===== config.mk =====
export PLATFORM = sky130hd
export DESIGN_NAME = ctsd_ctrl
export DESIGN_NICKNAME = d
export VERILOG_FILES = /design/src/design/ctsd_pkg.sv /design/src/design/ctsd_ctrl.sv
export SDC_FILE = /design/constraint.sdc
export NUM_CORES = 1
export LEC_CHECK = 0
export ABC_AREA = 1
export BUFFER_PORTS_ARGS = -buffer_cell sky130_fd_sc_hd__buf_2
export CORE_ASPECT_RATIO = 0.8
export CORE_MARGIN = 2
export CORE_UTILIZATION = 44
export DETAILED_ROUTE_END_ITERATION = 6
export HOLD_SLACK_MARGIN = 0.02
export PLACE_DENSITY = 0.74
export SLEW_MARGIN = 20
export SYNTH_ARGS = -nofsm -noshare
export SYNTH_HDL_FRONTEND = slang
export SYNTH_SLANG_ARGS = --single-unit

===== constraint.sdc =====
create_clock -name clk -period 1.17 [get_ports clk]
set_input_delay 0 -clock clk [delete_from_list [all_inputs] [get_ports clk]]
set_output_delay 0 -clock clk [all_outputs]
set_load 0.01 [all_outputs]

===== src/design/ctsd_pkg.sv =====
package ctsd_pkg;

	localparam int KIND_W     = 2;
	localparam int PAD_W      = 3;
	localparam int LEVEL_W    = 16;
	localparam int NOW_W      = 32;
	localparam int DELTA_W    = 17;
	localparam int EV_W       = 2;
	localparam int CFG_IDX_W  = 3;
	localparam int CFG_DATA_W = 16;

	localparam logic [KIND_W-1:0] KIND_SAMPLE = 2'd0;
	localparam logic [KIND_W-1:0] KIND_TICK   = 2'd1;
	localparam logic [KIND_W-1:0] KIND_CAL    = 2'd2;

	localparam logic [EV_W-1:0] PEV_NONE    = 2'd0;
	localparam logic [EV_W-1:0] PEV_TOUCH   = 2'd1;
	localparam logic [EV_W-1:0] PEV_RELEASE = 2'd2;

	localparam logic [EV_W-1:0] SEV_NONE = 2'd0;
	localparam logic [EV_W-1:0] SEV_POS  = 2'd1;
	localparam logic [EV_W-1:0] SEV_NEG  = 2'd2;

	localparam logic [CFG_IDX_W-1:0] CFG_ACTIVE  = 3'd0;
	localparam logic [CFG_IDX_W-1:0] CFG_THRESH  = 3'd1;
	localparam logic [CFG_IDX_W-1:0] CFG_TICKS   = 3'd2;
	localparam logic [CFG_IDX_W-1:0] CFG_STEPMIN = 3'd3;
	localparam logic [CFG_IDX_W-1:0] CFG_STEPMAX = 3'd4;
	localparam logic [CFG_IDX_W-1:0] CFG_RESTART = 3'd5;

	localparam logic [3:0]  RST_ACTIVE  = 4'd8;
	localparam logic [15:0] RST_THRESH  = 16'd1120;
	localparam logic [2:0]  RST_TICKS   = 3'd2;
	localparam logic [15:0] RST_STEPMIN = 16'd10;
	localparam logic [15:0] RST_STEPMAX = 16'd150;
	localparam logic [15:0] RST_RESTART = 16'd500;

	// window select, also the top address bits of the window RAM
	localparam logic [1:0] WIN_SAMPLE = 2'd0;
	localparam logic [1:0] WIN_BASE   = 2'd1;
	localparam logic [1:0] WIN_SUPER  = 2'd2;

	typedef struct packed {
		logic load;
		logic clr;
		logic start_sample;
		logic start_tick;
		logic calib;
		logic wr;
		logic rd;
		logic res;
		logic next_pad;
		logic eval;
		logic sw_step;
		logic sw_end;
		logic out;
	} cmd_t;

	typedef struct packed {
		logic             clr_last;
		logic [KIND_W-1:0] kind;
		logic             pad_ok;
		logic             rd_last;
		logic [1:0]       sel;
		logic             phase_zero;
		logic             pad_last;
		logic             swipe_go;
		logic             out_free;
	} sts_t;

endpackage


===== src/design/ctsd_ctrl.sv =====
module ctsd_ctrl (
	input  logic           clk,
	input  logic           arst_n,
	input  logic           s_tvalid,
	output logic           s_tready,
	input  ctsd_pkg::sts_t sts,
	output ctsd_pkg::cmd_t cmd
);

	typedef enum logic [10:0] {
		ST_CLEAR = 11'b000_0000_0001,
		ST_IDLE  = 11'b000_0000_0010,
		ST_DISP  = 11'b000_0000_0100,
		ST_WR    = 11'b000_0000_1000,
		ST_RD    = 11'b000_0001_0000,
		ST_END   = 11'b000_0010_0000,
		ST_RES   = 11'b000_0100_0000,
		ST_EVAL  = 11'b000_1000_0000,
		ST_SWRD  = 11'b001_0000_0000,
		ST_SWEND = 11'b010_0000_0000,
		ST_OUT   = 11'b100_0000_0000
	} state_t;

	state_t state_q, state_d;

	assign s_tready = state_q == ST_IDLE;

	always_comb begin
		state_d  = state_q;
		cmd      = '0;
		cmd.load = s_tvalid && s_tready;
		unique case (state_q)
			ST_CLEAR: begin
				cmd.clr = 1'b1;
				if (sts.clr_last) begin
					state_d = ST_IDLE;
				end
			end
			ST_IDLE: begin
				if (s_tvalid) begin
					state_d = ST_DISP;
				end
			end
			ST_DISP: begin
				priority if (sts.kind == ctsd_pkg::KIND_SAMPLE && sts.pad_ok) begin
					cmd.start_sample = 1'b1;
					state_d          = ST_WR;
				end else if (sts.kind == ctsd_pkg::KIND_TICK) begin
					cmd.start_tick = 1'b1;
					state_d        = ST_WR;
				end else if (sts.kind == ctsd_pkg::KIND_CAL && sts.pad_ok) begin
					cmd.calib = 1'b1;
					state_d   = ST_IDLE;
				end else begin
					state_d = ST_IDLE;
				end
			end
			ST_WR: begin
				cmd.wr  = 1'b1;
				state_d = ST_RD;
			end
			ST_RD: begin
				cmd.rd = 1'b1;
				if (sts.rd_last) begin
					state_d = ST_END;
				end
			end
			ST_END: begin
				state_d = ST_RES;
			end
			ST_RES: begin
				cmd.res = 1'b1;
				priority if (sts.sel == ctsd_pkg::WIN_SAMPLE) begin
					state_d = ST_EVAL;
				end else if (sts.sel == ctsd_pkg::WIN_BASE && sts.phase_zero) begin
					state_d = ST_WR;
				end else if (sts.pad_last) begin
					state_d = ST_IDLE;
				end else begin
					cmd.next_pad = 1'b1;
					state_d      = ST_WR;
				end
			end
			ST_EVAL: begin
				cmd.eval = 1'b1;
				state_d  = sts.swipe_go ? ST_SWRD : ST_OUT;
			end
			ST_SWRD: begin
				cmd.sw_step = 1'b1;
				if (sts.pad_last) begin
					state_d = ST_SWEND;
				end
			end
			ST_SWEND: begin
				cmd.sw_end = 1'b1;
				state_d    = ST_OUT;
			end
			ST_OUT: begin
				if (sts.out_free) begin
					cmd.out = 1'b1;
					state_d = ST_IDLE;
				end
			end
			default: begin
				state_d = ST_CLEAR;
			end
		endcase
	end

	always_ff @(posedge clk or negedge arst_n) begin
		if (!arst_n) begin
			state_q <= ST_CLEAR;
		end else begin
			state_q <= state_d;
		end
	end

endmodule


---- Word level (Yosys, flattened, before mapping) ----
Index checks and enable logic that the tools add are counted.
cells by class
  magnitude comparators ................... 0
  bitwise gates (word level) .............. 0
  add/subtract/negate cells ............... 0
  reductions and logical operators ........ 7
  multipliers ............................. 0
  equality and inequality tests ........... 19
  multiplexer cells ....................... 30
  shift operators ......................... 0
  divide/modulo/power cells ............... 0
operators with widths
  kind                                             count
  case mux 11 bit (11 select lines)                1
  two-way mux 11 bit                               8
  two-way mux 1 bit                                15
  two-way mux 4 bit                                3
  == test 11 x 1 -> 1 bit, second input constant   1
  == test 11 x 10 -> 1 bit, second input constant  1
  == test 11 bit, second input constant            1
  == test 11 x 2 -> 1 bit, second input constant   1
  == test 11 x 3 -> 1 bit, second input constant   1
  == test 11 x 4 -> 1 bit, second input constant   1
  == test 11 x 5 -> 1 bit, second input constant   1
  == test 11 x 6 -> 1 bit, second input constant   1
  == test 11 x 7 -> 1 bit, second input constant   1
  == test 11 x 8 -> 1 bit, second input constant   1
  == test 11 x 9 -> 1 bit, second input constant   1
  inequality test 2 bit, second input constant     5
  AND reduction 5 bit                              1
  == test 2 x 1 -> 1 bit, second input constant    2
  logical AND 1 bit                                4
  zero test 2 bit                                  2
  two-way mux 2 bit                                2
  two-way mux 3 bit                                1
  == test 2 bit, second input constant             1
storage, ports and cells
  register bits ........................... 11
  input bits .............................. 14
  bits in writable memories ............... 0
  latch bits .............................. 0
  memory bits (read-only) ................. 0
  output and inout port bits .............. 14
  memories ................................ 0

---- Depth between registers and ports, before layout ----
Gate-level depths: netlist of run 1.
  depth after elaboration ................. 6
  gate-level depth with buffers ........... 10
  depth with buffers taken out ............ 10

---- Worst setup path before layout of run 1 ----
Ideal clock, no wire load.
  kind .................................... reg-to-reg
  from .................................... register state_q[7]
  to ...................................... register state_q[3]
  clock period less this slack ............ 1.360 ns
  cell stages (with the launch flop) ...... 8
  path buffers ............................ 0
  path slack .............................. -0.190 ns
  arrival time ............................ 1.278 ns
  data required time ...................... 1.087 ns
  library setup time ...................... 0.083 ns
  cell sequence ........................... dfrtp_1 nor2_2 nand2_2 nor2_8 nand2_2 nor4_2 nor2_1 o21ai_0
on the way
  cells in the longest elaborated chain, start to end .. 3
RTL lines
  element                                          line              RTL
  from (decl)                                      ctsd_ctrl.sv:24   state_t state_q, state_d;
  from (signal assigned)                           ctsd_ctrl.sv:114  state_q <= state_d;
  == test 11 x 1 -> 1 bit (tied with other cells)  ctsd_ctrl.sv:32   unique case (state_q)
  inequality test 2 bit (no source line)           --
  AND reduction 5 bit (no source line)             --
Several ways; a longest one is shown, not always the timed one.
A chain may end at the register's enable or synchronous reset.

---- Worst setup path after layout of run 1 ----
  from .................................... register state_q[6]
  to ...................................... register state_q[0]
Same word-level chain as after synthesis.

==> run_results.csv, run 1 <==
group,metric,value,unit
synthesis,synth_cell_types,22,
flow_run,drv_cap,0,
critical_path,path_class,"reg -> reg",
timing,finalSetupViolations,24,
timing,holdWs,96.0,ps
global_route,grt_start_max_net_pins,12,
global_route,antenna_found_initial,0,
timing,rsz0062_at_grt,"yes",
detailed_routing,drt_iter0_drc,49,
timing,maxSlewViolCount,0,
pwr,power_leakage,0.871,nW
timing,setup_tns,-10120,ps
pwr,powerDensity,1450,nW/um^2
floorplanning,num_io_pins,28,
critical_path,end_kind,"flip-flop",
global_route,track_usage,0.318,
timing,tightest_slew,604,ps
final_layout,syn_to_final_growth,93.6,%
timing,post-route-min-period,1830,ps
detailed_routing,drc,0,
outcome,violations,"negative setup slack",
floorplanning,dieArea,2280,sq um
final_layout,top_register,"state_q",
synthesis,avgSynthCellArea,6.68,sq um
synthesis,synth_area_leader_cell,"dfrtp_1",
critical_path,cp_data_arrival_time,2060,ps
clock_tree,clockBufferDepth,2,
clock_tree,cts_tree,"built",
detailed_routing,drt-vias-per-instance,5.84,
synthesis,synth_top_area_frac,0.297,
clock_tree,cts_sinks,11,
final_layout,antenna_cells,0,
synthesis,yosysWarnings,0,
detailed_routing,totalWireLength,4.28,mm
floorplanning,core-area,1840,sq um
synthesis,synth_seq_cells,11,
global_route,grt_pass1_vias,1092,
critical_path,crit_chain,"nor2_4 > buf_6 > nand3_1 > nor3_1 > nor2_2 > nand3_4 > nand2_4 > nand2_1 > inv_1",
final_layout,post-route-util,0.886,
synthesis,synthArstFlopShare,1.00,
placed_design,portBuffers,27,
critical_path,start_kind,"flip-flop",
final_layout,largest_register_ffs,11,
final_layout,nets,207,
pwr,p_sw_frac,0.480,
synthesis,synth_most_common_cell,"nand2_1",
timing,post-route-period-util,1.57,
placed_design,hpwl,1.91,mm
critical_path,reg2reg_slack,-660,ps
clock_tree,clock-root-buffer,"clkbuf_4",
timing,skew,2.69,ps
critical_path,cp_top_family,"simple AND/OR/NAND/NOR gates",
synthesis,synthCells,126,
pwr,p_int,0.00123,W
detailed_routing,drtPass1Iterations,5,
floorplanning,rows,14,
clock_tree,clk_latency,290,ps
critical_path,critical_path_peak_fanout,3,
final_layout,reg_top3,"state_q (11)",
critical_path,cp_slowest_stage_delay,490,ps
floorplanning,initial_core_util,0.458,
clock_tree,cts_max_level,1,
pwr,clockPowerShare,0.123,
pwr,switching_power,0.00113,W
floorplanning,die_h,43.1,um
detailed_routing,vias,1261,
floorplanning,die_w,52.9,um
worst_hold_path,hold_class,"in -> reg",
timing,hold_viol_final,0,
detailed_routing,drtAntennaViolNets,0,
critical_path,slowest_stage,"nor3_1",
global_route,grt-ovfl-total,0,
critical_path,cp.required,1390,ps
synthesis,synth_edf_count,0,
timing,timing.slew.headroom,0.594,
pwr,seq_power_share,0.203,
timing,setup_slack,-665,ps
final_layout,drive_gt1_frac,0.651,
synthesis,netlist_top_cells_area,"dfrtp_1 30%, nand2_1 13%, inv_1 12%",
pwr,comb_power_share,0.675,
critical_path,crit_buf_inv,2,
timing,max_freq,0.545,GHz
synthesis,synth_seq_area_share,0.328,
synthesis,netlist_top_cells_count,"29 x nand2_1, 26 x inv_1, 20 x nor2_1",
pwr,peakVddDrop,1380,uV
clock_tree,cts_made_buffers,3,
detailed_routing,wl_per_cell,19.8,um
outcome,status,"finished, violations left",
synthesis,syn-num-nets,140,
synthesis,syn_area,842,sq um
clock_tree,cts.clk_slew.worst_paths,80,ps
synthesis,synth_ff_type,"dfrtp_1",
global_route,grt_pass1_wl,5.10,mm
placed_design,gp_congestion,0.836,
-- cells in the final DEF (no fill, tap or decap), types with 2 or more instances in the layout --
| cell | synthesis | layout |
|---|---|---|
| nand4_1 | 2 | 2 |
| nor2_1 | 20 | 8 |
| buf_6 | 0 | 19 |
| clkbuf_4 | 0 | 3 |
| nand2_4 | 2 | 7 |
| inv_1 | 26 | 17 |
| nand3_1 | 7 | 2 |
| dfrtp_1 | 10 | 10 |
| dlygate4sd3_1 | 0 | 3 |
| nand2_2 | 4 | 10 |
| nor3_4 | 0 | 3 |
| inv_2 | 0 | 7 |
| nor2_2 | 4 | 10 |
| nand2_1 | 29 | 17 |
| buf_4 | 0 | 22 |
| buf_2 | 0 | 18 |
| nor2_4 | 2 | 8 |
| inv_4 | 0 | 2 |
| o21ai_0 | 4 | 3 |
| nand3_2 | 2 | 6 |
-- path summary, 6_finish.rpt --
| kind | start | end | depth (start not counted) |
|---|---|---|---|
| setup / recovery | state_q[6] | state_q[0] | 9 |
| hold / removal | sts[9] | state_q[3] | 4 |
| setup reg to reg | state_q[6] | state_q[0] | 9 |
| hold reg to reg | state_q[3] | state_q[4] | 5 |
| max in group asynchronous | arst_n | state_q[0] | 2 |
| min in group asynchronous | arst_n | state_q[2] | 2 |
-- power groups by stage --
stage	Combinational [W]	Sequential [W]	Clock, W
global route	0.00166	0.000484	0.000306
CTS	0.00114	0.000469	0.000278
floorplan	0.000549	0.000471	0
finish	0.00159	0.000479	0.000290
detailed placement	0.000808	0.000479	0
global placement	0.000786	0.000477	0
-- worst register-to-register path: stages, from the launching register on --
cell and delay, ps:
dfrtp_1 420, nor2_4 170, buf_6 120, nand3_1 90
nor3_1 490, nor2_2 120, nand3_4 140, nand2_4 70
nand2_1 80, inv_1 70
-- stage by stage --
step	total power [W]	instance area (sq um)	worst slack (ps)	instances
3_3_place_gp	0.00126	1170	-275	195
2_1_floorplan	0.00102	872	-132	126
6_report	0.00236	1630	-665	216
3_5_place_dp	0.00129	1170	-277	195
4_1_cts	0.00189	1440	-389	210
5_1_grt	0.00245	1630	-676	216
-- metal layers --
layer | vias to the layer above | track usage | share of wire
met3 | 33 | 0.0739 | 0.10
met4 | 0 | 0.154 | 0.059
met1 | 601 | 0.390 | 0.37
li1 | 524 | - | -
met2 | 103 | 0.520 | 0.47
met5 | - | 0 | 0
-- cell type report --
cell class | instances | area [sq um]
Tap cell | 24 | 30.0
Inverter | 26 | 103
Multi-Input combinational cell | 89 | 696
Sequential cell | 11 | 277
Fill cell | 82 | 209
Clock buffer | 4 | 26.3
Timing Repair Buffer | 62 | 499
-- what timing repair did --
| action | CTS | global route |
|---|---|---|
| endpoints found under the hold margin | 14 | 0 |
| cloned | 0 | 0 |
| gates resized for setup | 38 | 39 |
| buffers inserted | 8 | 7 |
| hold buffers | 3 | 0 |
| pin swaps | 13 | 9 |
| endpoints found under the setup margin | 24 | 24 |
-- logic make-up after synthesis --
| logic type | Yosys count | synth area share |
|---|---|---|
| flip-flops | 11 | 0.328 |
| buffers and inverters | 26 | 0.116 |
| AO/OA/AOI/OAI | 7 | 0.0520 |
| AND/OR/NAND/NOR | 82 | 0.504 |
No activity file was read; power rests on OpenSTA's default activity.
==> inputs of run 2 (changes only) <==
--- a/config.mk
+++ b/config.mk
@@ -7,12 +7,14 @@
 export LEC_CHECK = 0
 export ABC_AREA = 1
 export BUFFER_PORTS_ARGS = -buffer_cell sky130_fd_sc_hd__buf_2
+export CAP_MARGIN = 20
 export CORE_ASPECT_RATIO = 0.8
 export CORE_MARGIN = 2
 export CORE_UTILIZATION = 44
 export DETAILED_ROUTE_END_ITERATION = 6
 export HOLD_SLACK_MARGIN = 0.02
 export PLACE_DENSITY = 0.74
+export RECOVER_POWER = 50
 export SLEW_MARGIN = 20
 export SYNTH_ARGS = -nofsm -noshare
 export SYNTH_HDL_FRONTEND = slang
==> run 2 against run 1 <==
Via count fell by 0.87%; the flow still finishes with violations (negative setup slack); final area barely moved; combinational power barely moved; flip-flop and latch count did not move; largest power group unchanged; non-clock buffer count did not move; critical path depth did not move; critical path type unchanged; largest cell class unchanged; sequential power barely moved.
==> run_results.csv, run 2 (synthesized netlist as in run 1, its figures left out) <==
group,metric,value,unit
final_layout,nets,207,
pwr,power_leakage,0.868,nW
floorplanning,initial_core_util,0.458,
timing,finalSetupViolations,24,
floorplanning,die_h,43.1,um
pwr,clockPowerShare,0.123,
final_layout,fin_area,1630,sq um
pwr,powerDensity,1450,nW/um^2
final_layout,seq_area,277,sq um
detailed_routing,drt_iter0_drc,49,
critical_path,path_class,"reg -> reg",
critical_path,end_kind,"flip-flop",
detailed_routing,drc,0,
timing,maxSlewViolCount,0,
clock_tree,clk_latency,290,ps
timing,hold_viol_final,0,
pwr,p_sw_frac,0.480,
clock_tree,clock-root-buffer,"clkbuf_4",
critical_path,cp.required,1390,ps
detailed_routing,drtAntennaViolNets,0,
outcome,violations,"negative setup slack",
floorplanning,num_io_pins,28,
timing,rsz0062_at_grt,"yes",
global_route,grt-ovfl-total,0,
final_layout,reg_top3,"state_q (11)",
placed_design,hpwl,1.91,mm
placed_design,portBuffers,27,
placed_design,gp_congestion,0.836,
critical_path,critical_path_peak_fanout,3,
clock_tree,clockBufferDepth,2,
detailed_routing,totalWireLength,4.28,mm
global_route,grt_start_max_net_pins,12,
critical_path,start_kind,"flip-flop",
timing,post-route-min-period,1830,ps
final_layout,instances_no_fill,216,
global_route,antenna_found_initial,0,
timing,tightest_slew,653,ps
timing,post-route-period-util,1.57,
floorplanning,die_w,52.9,um
detailed_routing,wl_per_cell,19.8,um
clock_tree,cts.clk_slew.worst_paths,80,ps
pwr,switching_power,0.00113,W
pwr,comb_power_share,0.674,
outcome,status,"finished, violations left",
detailed_routing,drtPass1Iterations,5,
flow_run,drv_cap,0,
clock_tree,cts_tree,"built",
clock_tree,cts_made_buffers,3,
final_layout,drive_gt1_frac,0.646,
pwr,total_power,0.00236,W
final_layout,final_common_cell,"buf_4",
placed_design,dp.cells,195,
final_layout,final_cell_mix,"22 x buf_4, 19 x buf_6, 17 x inv_1, 17 x nand2_1, 17 x buf_2",
final_layout,multi_input_area,696,sq um
final_layout,top_register,"state_q",
final_layout,largest_register_ffs,11,
global_route,grt_pass1_vias,1092,
global_route,grt_pass1_wl,5.10,mm
final_layout,antenna_cells,0,
detailed_routing,drt-vias-per-instance,5.79,
clock_tree,cts_sinks,11,
worst_hold_path,hold_class,"in -> reg",
timing,setup_slack,-663,ps
global_route,track_usage,0.318,
detailed_routing,vias,1250,
placed_design,post_dp_cell_area,1170,sq um
clock_tree,cts_max_level,1,
final_layout,fillers,83,
timing,timing.slew.headroom,0.565,
pwr,peakVddDrop,1380,uV
pwr,seq_power_share,0.203,
timing,skew,1.76,ps
pwr,p_int,0.00123,W
floorplanning,core-area,1840,sq um
floorplanning,rows,14,
timing,max_freq,0.545,GHz
final_layout,syn_to_final_growth,93.5,%
floorplanning,dieArea,2280,sq um
critical_path,cp_data_arrival_time,2050,ps
run 2: changes by cell type in the layout (fill, tap and decap cells not counted), sizes merged:
cell    change
buf         -1
clkbuf      +1
run 2: path summary, 6_finish.rpt:
path                             from          to  slack (ps)  cells after the start
setup / recovery           state_q[6]  state_q[0]        -660                      9
hold / removal                 sts[9]  state_q[3]         100                      4
setup reg to reg           state_q[6]  state_q[0]        -660                      9
max in group asynchronous      arst_n  state_q[6]         490                      2
hold reg to reg            state_q[3]  state_q[4]         810                      5
min in group asynchronous      arst_n  state_q[2]         270                      2
run 2: cell type report:
class,instances,share of cell area
clock buffers,4,0.0161
inverters,26,0.0630
multi-input cells,89,0.427
flip-flops and latches,11,0.170
well taps,24,0.0184
repair buffers,62,0.306
run 2: worst max-delay path: stages (launching register included):
cell	delay, ps
dfrtp_1	420
nor2_4	170
buf_6	120
nand3_1	90
nor3_1	490
nor2_2	120
nand3_4	140
nand2_4	70
nand2_1	80
inv_1	70
run 2: metal layers:
metal  GRT usage  share of wire  vias up
li1            -              -      525
met3      0.0739           0.10       31
met1       0.390           0.37      595
met2       0.520           0.47       99
met5           0              0        -
met4       0.154          0.056        0
run 2: power by group through the flow:
stage | Sequential (W) | Combinational (W) | Clock (W)
after floorplan | 0.000471 | 0.000549 | 0
after CTS | 0.000469 | 0.00114 | 0.000278
after global routing | 0.000484 | 0.00166 | 0.000306
after detailed placement | 0.000479 | 0.000808 | 0
after global placement | 0.000477 | 0.000786 | 0
final | 0.000479 | 0.00159 | 0.000291
run 2: stage by stage:
| stage | hold slack, ps | utilization | setup TNS, ps | setup WS, ps |
|---|---|---|---|---|
| after detailed placement | -112 | 0.637 | -2610 | -277 |
| after floorplan | -296 | - | -748 | -132 |
| after CTS | 106 | 0.782 | -6560 | -389 |
| after global routing | 115 | 0.886 | -10900 | -676 |
| final | 95.5 | 0.886 | -10130 | -663 |
| after global placement | -107 | 0.637 | -2430 | -275 |
run 2: timing repair:
action                                  CTS  global route
setup buffers                             8             7
resized for setup                        38            39
hold buffers                              3             0
pin swaps                                13             9
hold endpoints to repair                 14             0
endpoints found under the setup margin   24            24
==> inputs of run 3 (changes only) <==
--- a/config.mk
+++ b/config.mk
@@ -5,15 +5,13 @@
 export SDC_FILE = /design/constraint.sdc
 export NUM_CORES = 1
 export LEC_CHECK = 0
-export ABC_AREA = 1
 export BUFFER_PORTS_ARGS = -buffer_cell sky130_fd_sc_hd__buf_2
 export CAP_MARGIN = 20
-export CORE_ASPECT_RATIO = 0.8
 export CORE_MARGIN = 2
-export CORE_UTILIZATION = 44
+export CORE_UTILIZATION = 52
 export DETAILED_ROUTE_END_ITERATION = 6
 export HOLD_SLACK_MARGIN = 0.02
-export PLACE_DENSITY = 0.74
+export PLACE_DENSITY = 0.83
 export RECOVER_POWER = 50
 export SLEW_MARGIN = 20
 export SYNTH_ARGS = -nofsm -noshare
==> constraint.sdc (replaced) <==
create_clock -name clk -period 2.17 [get_ports clk]
set_input_delay 0 -clock clk [delete_from_list [all_inputs] [get_ports clk]]
set_output_delay 0 -clock clk [all_outputs]
set_load 0.01 [all_outputs]
==> run 3 against run 2 <==
The flow now finishes without violations; cell count down 30%; synthesized area down 4.3%; combinational power down 78%; synthesized cell count down 23%; die area down 18%; sequential share of layout area up 8.7 points; hold slack worse by 64 ps; largest cell class unchanged; clock power down 49%.
==> run_results.csv, run 3 <==
group,metric,value,unit
global_route,grt-ovfl-total,0,
synthesis,synth_cell_types,36,
synthesis,netlist_top_cells_area,"dfrtp_1 31%, nor2_1 6.1%, nor3_1 5.6%",
final_layout,largest_register_ffs,11,
synthesis,synthCells,97,
synthesis,syn_area,806,sq um
pwr,power_leakage,0.511,nW
placed_design,dp.cells,141,
synthesis,yosys.area_share.xor_xnor,0.0217,
critical_path,start_kind,"flip-flop",
synthesis,synth_top_family_by_area,"simple AND/OR/NAND/NOR gates",
clock_tree,cts_max_level,1,
final_layout,instances_no_fill,151,
clock_tree,clockBufferDepth,2,
synthesis,avgSynthCellArea,8.31,sq um
detailed_routing,dr_wl_met2,1.09,mm
final_layout,nets,150,
placed_design,gp_congestion,0.901,
synthesis,synth_top_area_frac,0.311,
detailed_routing,wl_per_cell,15.8,um
final_layout,top_register,"state_q",
critical_path,r2r_cells,4,
synthesis,netlist_top_cells_count,"13 x nor2_1, 10 x dfrtp_1, 9 x nor3_1",
synthesis,synth_edf_count,0,
final_layout,multi_input_area,508,sq um
worst_hold_path,hold_class,"in -> reg",
global_route,grt_pass1_vias,855,
synthesis,synthMuxAreaShare,0,
global_route,track_usage,0.269,
critical_path,crit_chain,"or4_4 > nor2_1 > nand4b_1 > inv_1 > and2_1 > buf_2",
floorplanning,num_io_pins,28,
global_route,grt_pass1_wl,3.76,mm
detailed_routing,met1_length,1.03,mm
detailed_routing,drt_iter0_drc,53,
detailed_routing,drc,0,
timing,finalSetupViolations,0,
clock_tree,cts_tree,"built",
synthesis,yosysWarnings,0,
final_layout,final_common_cell,"buf_2",
placed_design,hpwl,1.68,mm
critical_path,slowest_stage,"or4_4",
synthesis,synth_area_leader_cell,"dfrtp_1",
synthesis,yosys.area_share.simple,0.418,
final_layout,drive_gt1_frac,0.333,
final_layout,fillers,126,
detailed_routing,vias,957,
floorplanning,dieArea,1880,sq um
timing,max_freq,0.477,GHz
critical_path,critical_path_peak_fanout,7,
clock_tree,clock-root-buffer,"clkbuf_4",
final_layout,syn_to_final_growth,33.5,%
worst_hold_path,hold-path-cell-count,3,
final_layout,final_cell_mix,"25 x buf_2, 13 x nor2_1, 10 x dfrtp_1, 9 x nor3_1",
clock_tree,cts_sinks,11,
synthesis,synthArstFlopShare,1.00,
global_route,grt_start_max_net_pins,12,
final_layout,seq_area,277,sq um
critical_path,cp_data_arrival_time,2100,ps
detailed_routing,drt-vias-per-instance,6.34,
synthesis,synth_ff_type,"dfrtp_1",
clock_tree,cts.clk_slew.worst_paths,80,ps
synthesis,synthAdderAreaFrac,0,
clock_tree,cts_made_buffers,3,
detailed_routing,drtPass1Iterations,4,
detailed_routing,top_layer_used,"met4",
final_layout,reg_top3,"state_q (11)",
timing,setup_tns,0,ps
timing,skew,5.95,ps
flow_run,drv_cap,0,
timing,post-route-period-util,0.966,
critical_path,path_class,"reg -> out",
critical_path,end_kind,"output pin",
floorplanning,die_w,43.4,um
outcome,status,"finished, final reports clean",
global_route,antenna_found_initial,0,
timing,timing.slew.headroom,0.564,
pwr,peakVddDrop,479,uV
timing,hold_viol_final,0,
pwr,powerDensity,732,nW/um^2
synthesis,synth_seq_area_share,0.343,
timing,maxSlewViolCount,0,
floorplanning,die_h,43.4,um
detailed_routing,drtAntennaViolNets,0,
critical_path,cp_slowest_stage_delay,580,ps
final_layout,antenna_cells,0,
floorplanning,rows,14,
detailed_routing,route.met3.wl,192,um
synthesis,synth-compound-area-share,0.175,
floorplanning,initial_core_util,0.548,
synthesis,syn-num-nets,111,
timing,post-route-min-period,2100,ps
detailed_routing,totalWireLength,2.39,mm
clock_tree,clk_latency,280,ps
clock_tree,post_cts_buffers,0,
placed_design,portBuffers,27,
synthesis,synth_most_common_cell,"nor2_1",
timing,tightest_slew,653,ps
synthesis,synth_seq_cells,11,
critical_path,cp.required,2170,ps
floorplanning,core-area,1470,sq um
[run 3: changes by cell type after synthesis, sizes merged, moves of 3 or more]
| cell | change |
|---|---|
| inv | -20 |
| nor3b | +3 |
| a21oi | +4 |
| nor2 | -14 |
| nor3 | +4 |
| clkbuf | +3 |
| nand2 | -30 |
| nor2b | +3 |
| nand3 | -6 |
[run 3: cell type report]
type	count	area share
multi-input cells	77	0.472
flip-flops and latches	11	0.257
repair buffers	37	0.207
clock buffers	4	0.0244
inverters	6	0.0209
well taps	16	0.0186
[run 3: through the flow]
stage	worst slack, ps	hold slack, ps	utilization	area (sq um)	total power (W)
floorplan	332	-296	-	806	0.000525
global placement	307	-117	0.666	980	0.000608
detailed placement	272	-110	0.666	980	0.000622
CTS	129	39.0	0.724	1070	0.000773
global route	-11.6	47.2	0.731	1080	0.000837
finish	74.5	31.4	0.731	1080	0.000788
[run 3: kinds of logic (layout without fill, tap and decap cells)]
| logic type | after synthesis | in the layout |
|---|---|---|
| xor+xnor | 2 | 2 |
| compound gates | 18 | 18 |
| buf+inv | 9 | 47 |
| flops | 11 | 11 |
| simple gates | 57 | 57 |
[run 3: routing by layer]
metal  track usage  up-vias
li1              -      445
met1         0.344      444
met2         0.439       58
met3        0.0542       10
met4         0.121        0
met5             0        -
[run 3: worst max-delay path: cells and delay by family, from the launching register on]
| kind | cells | cell delay, ps |
|---|---|---|
| and+or+nand+nor | 4 | 1110 |
| DFF | 1 | 470 |
| buffers and inverters | 2 | 250 |
[run 3: timing repair]
item	in CTS	in global routing
resized for setup	0	2
hold endpoints to repair	15	0
hold buffers	6	0
endpoints found under the setup margin	0	2
[run 3: where the power goes]
group | switching (W) | leakage (nW) | internal, W
Combinational | 0.000196 | 0.347 | 0.000154
Sequential | 0.0000560 | 0.149 | 0.000235
Clock | 0.0000756 | 0.0150 | 0.0000714
Total | 0.000327 | 0.511 | 0.000461
[run 3: final timing paths]
check / start / endpoint / slack (ps)
max: state_q[5] / cmd[12] / 70
min: sts[0] / state_q[10] / 30
max reg2reg: state_q[5] / state_q[1] / 130
min reg2reg: state_q[0] / state_q[0] / 630
max in group asynchronous: arst_n / state_q[3] / 1500
min in group asynchronous: arst_n / state_q[10] / 250
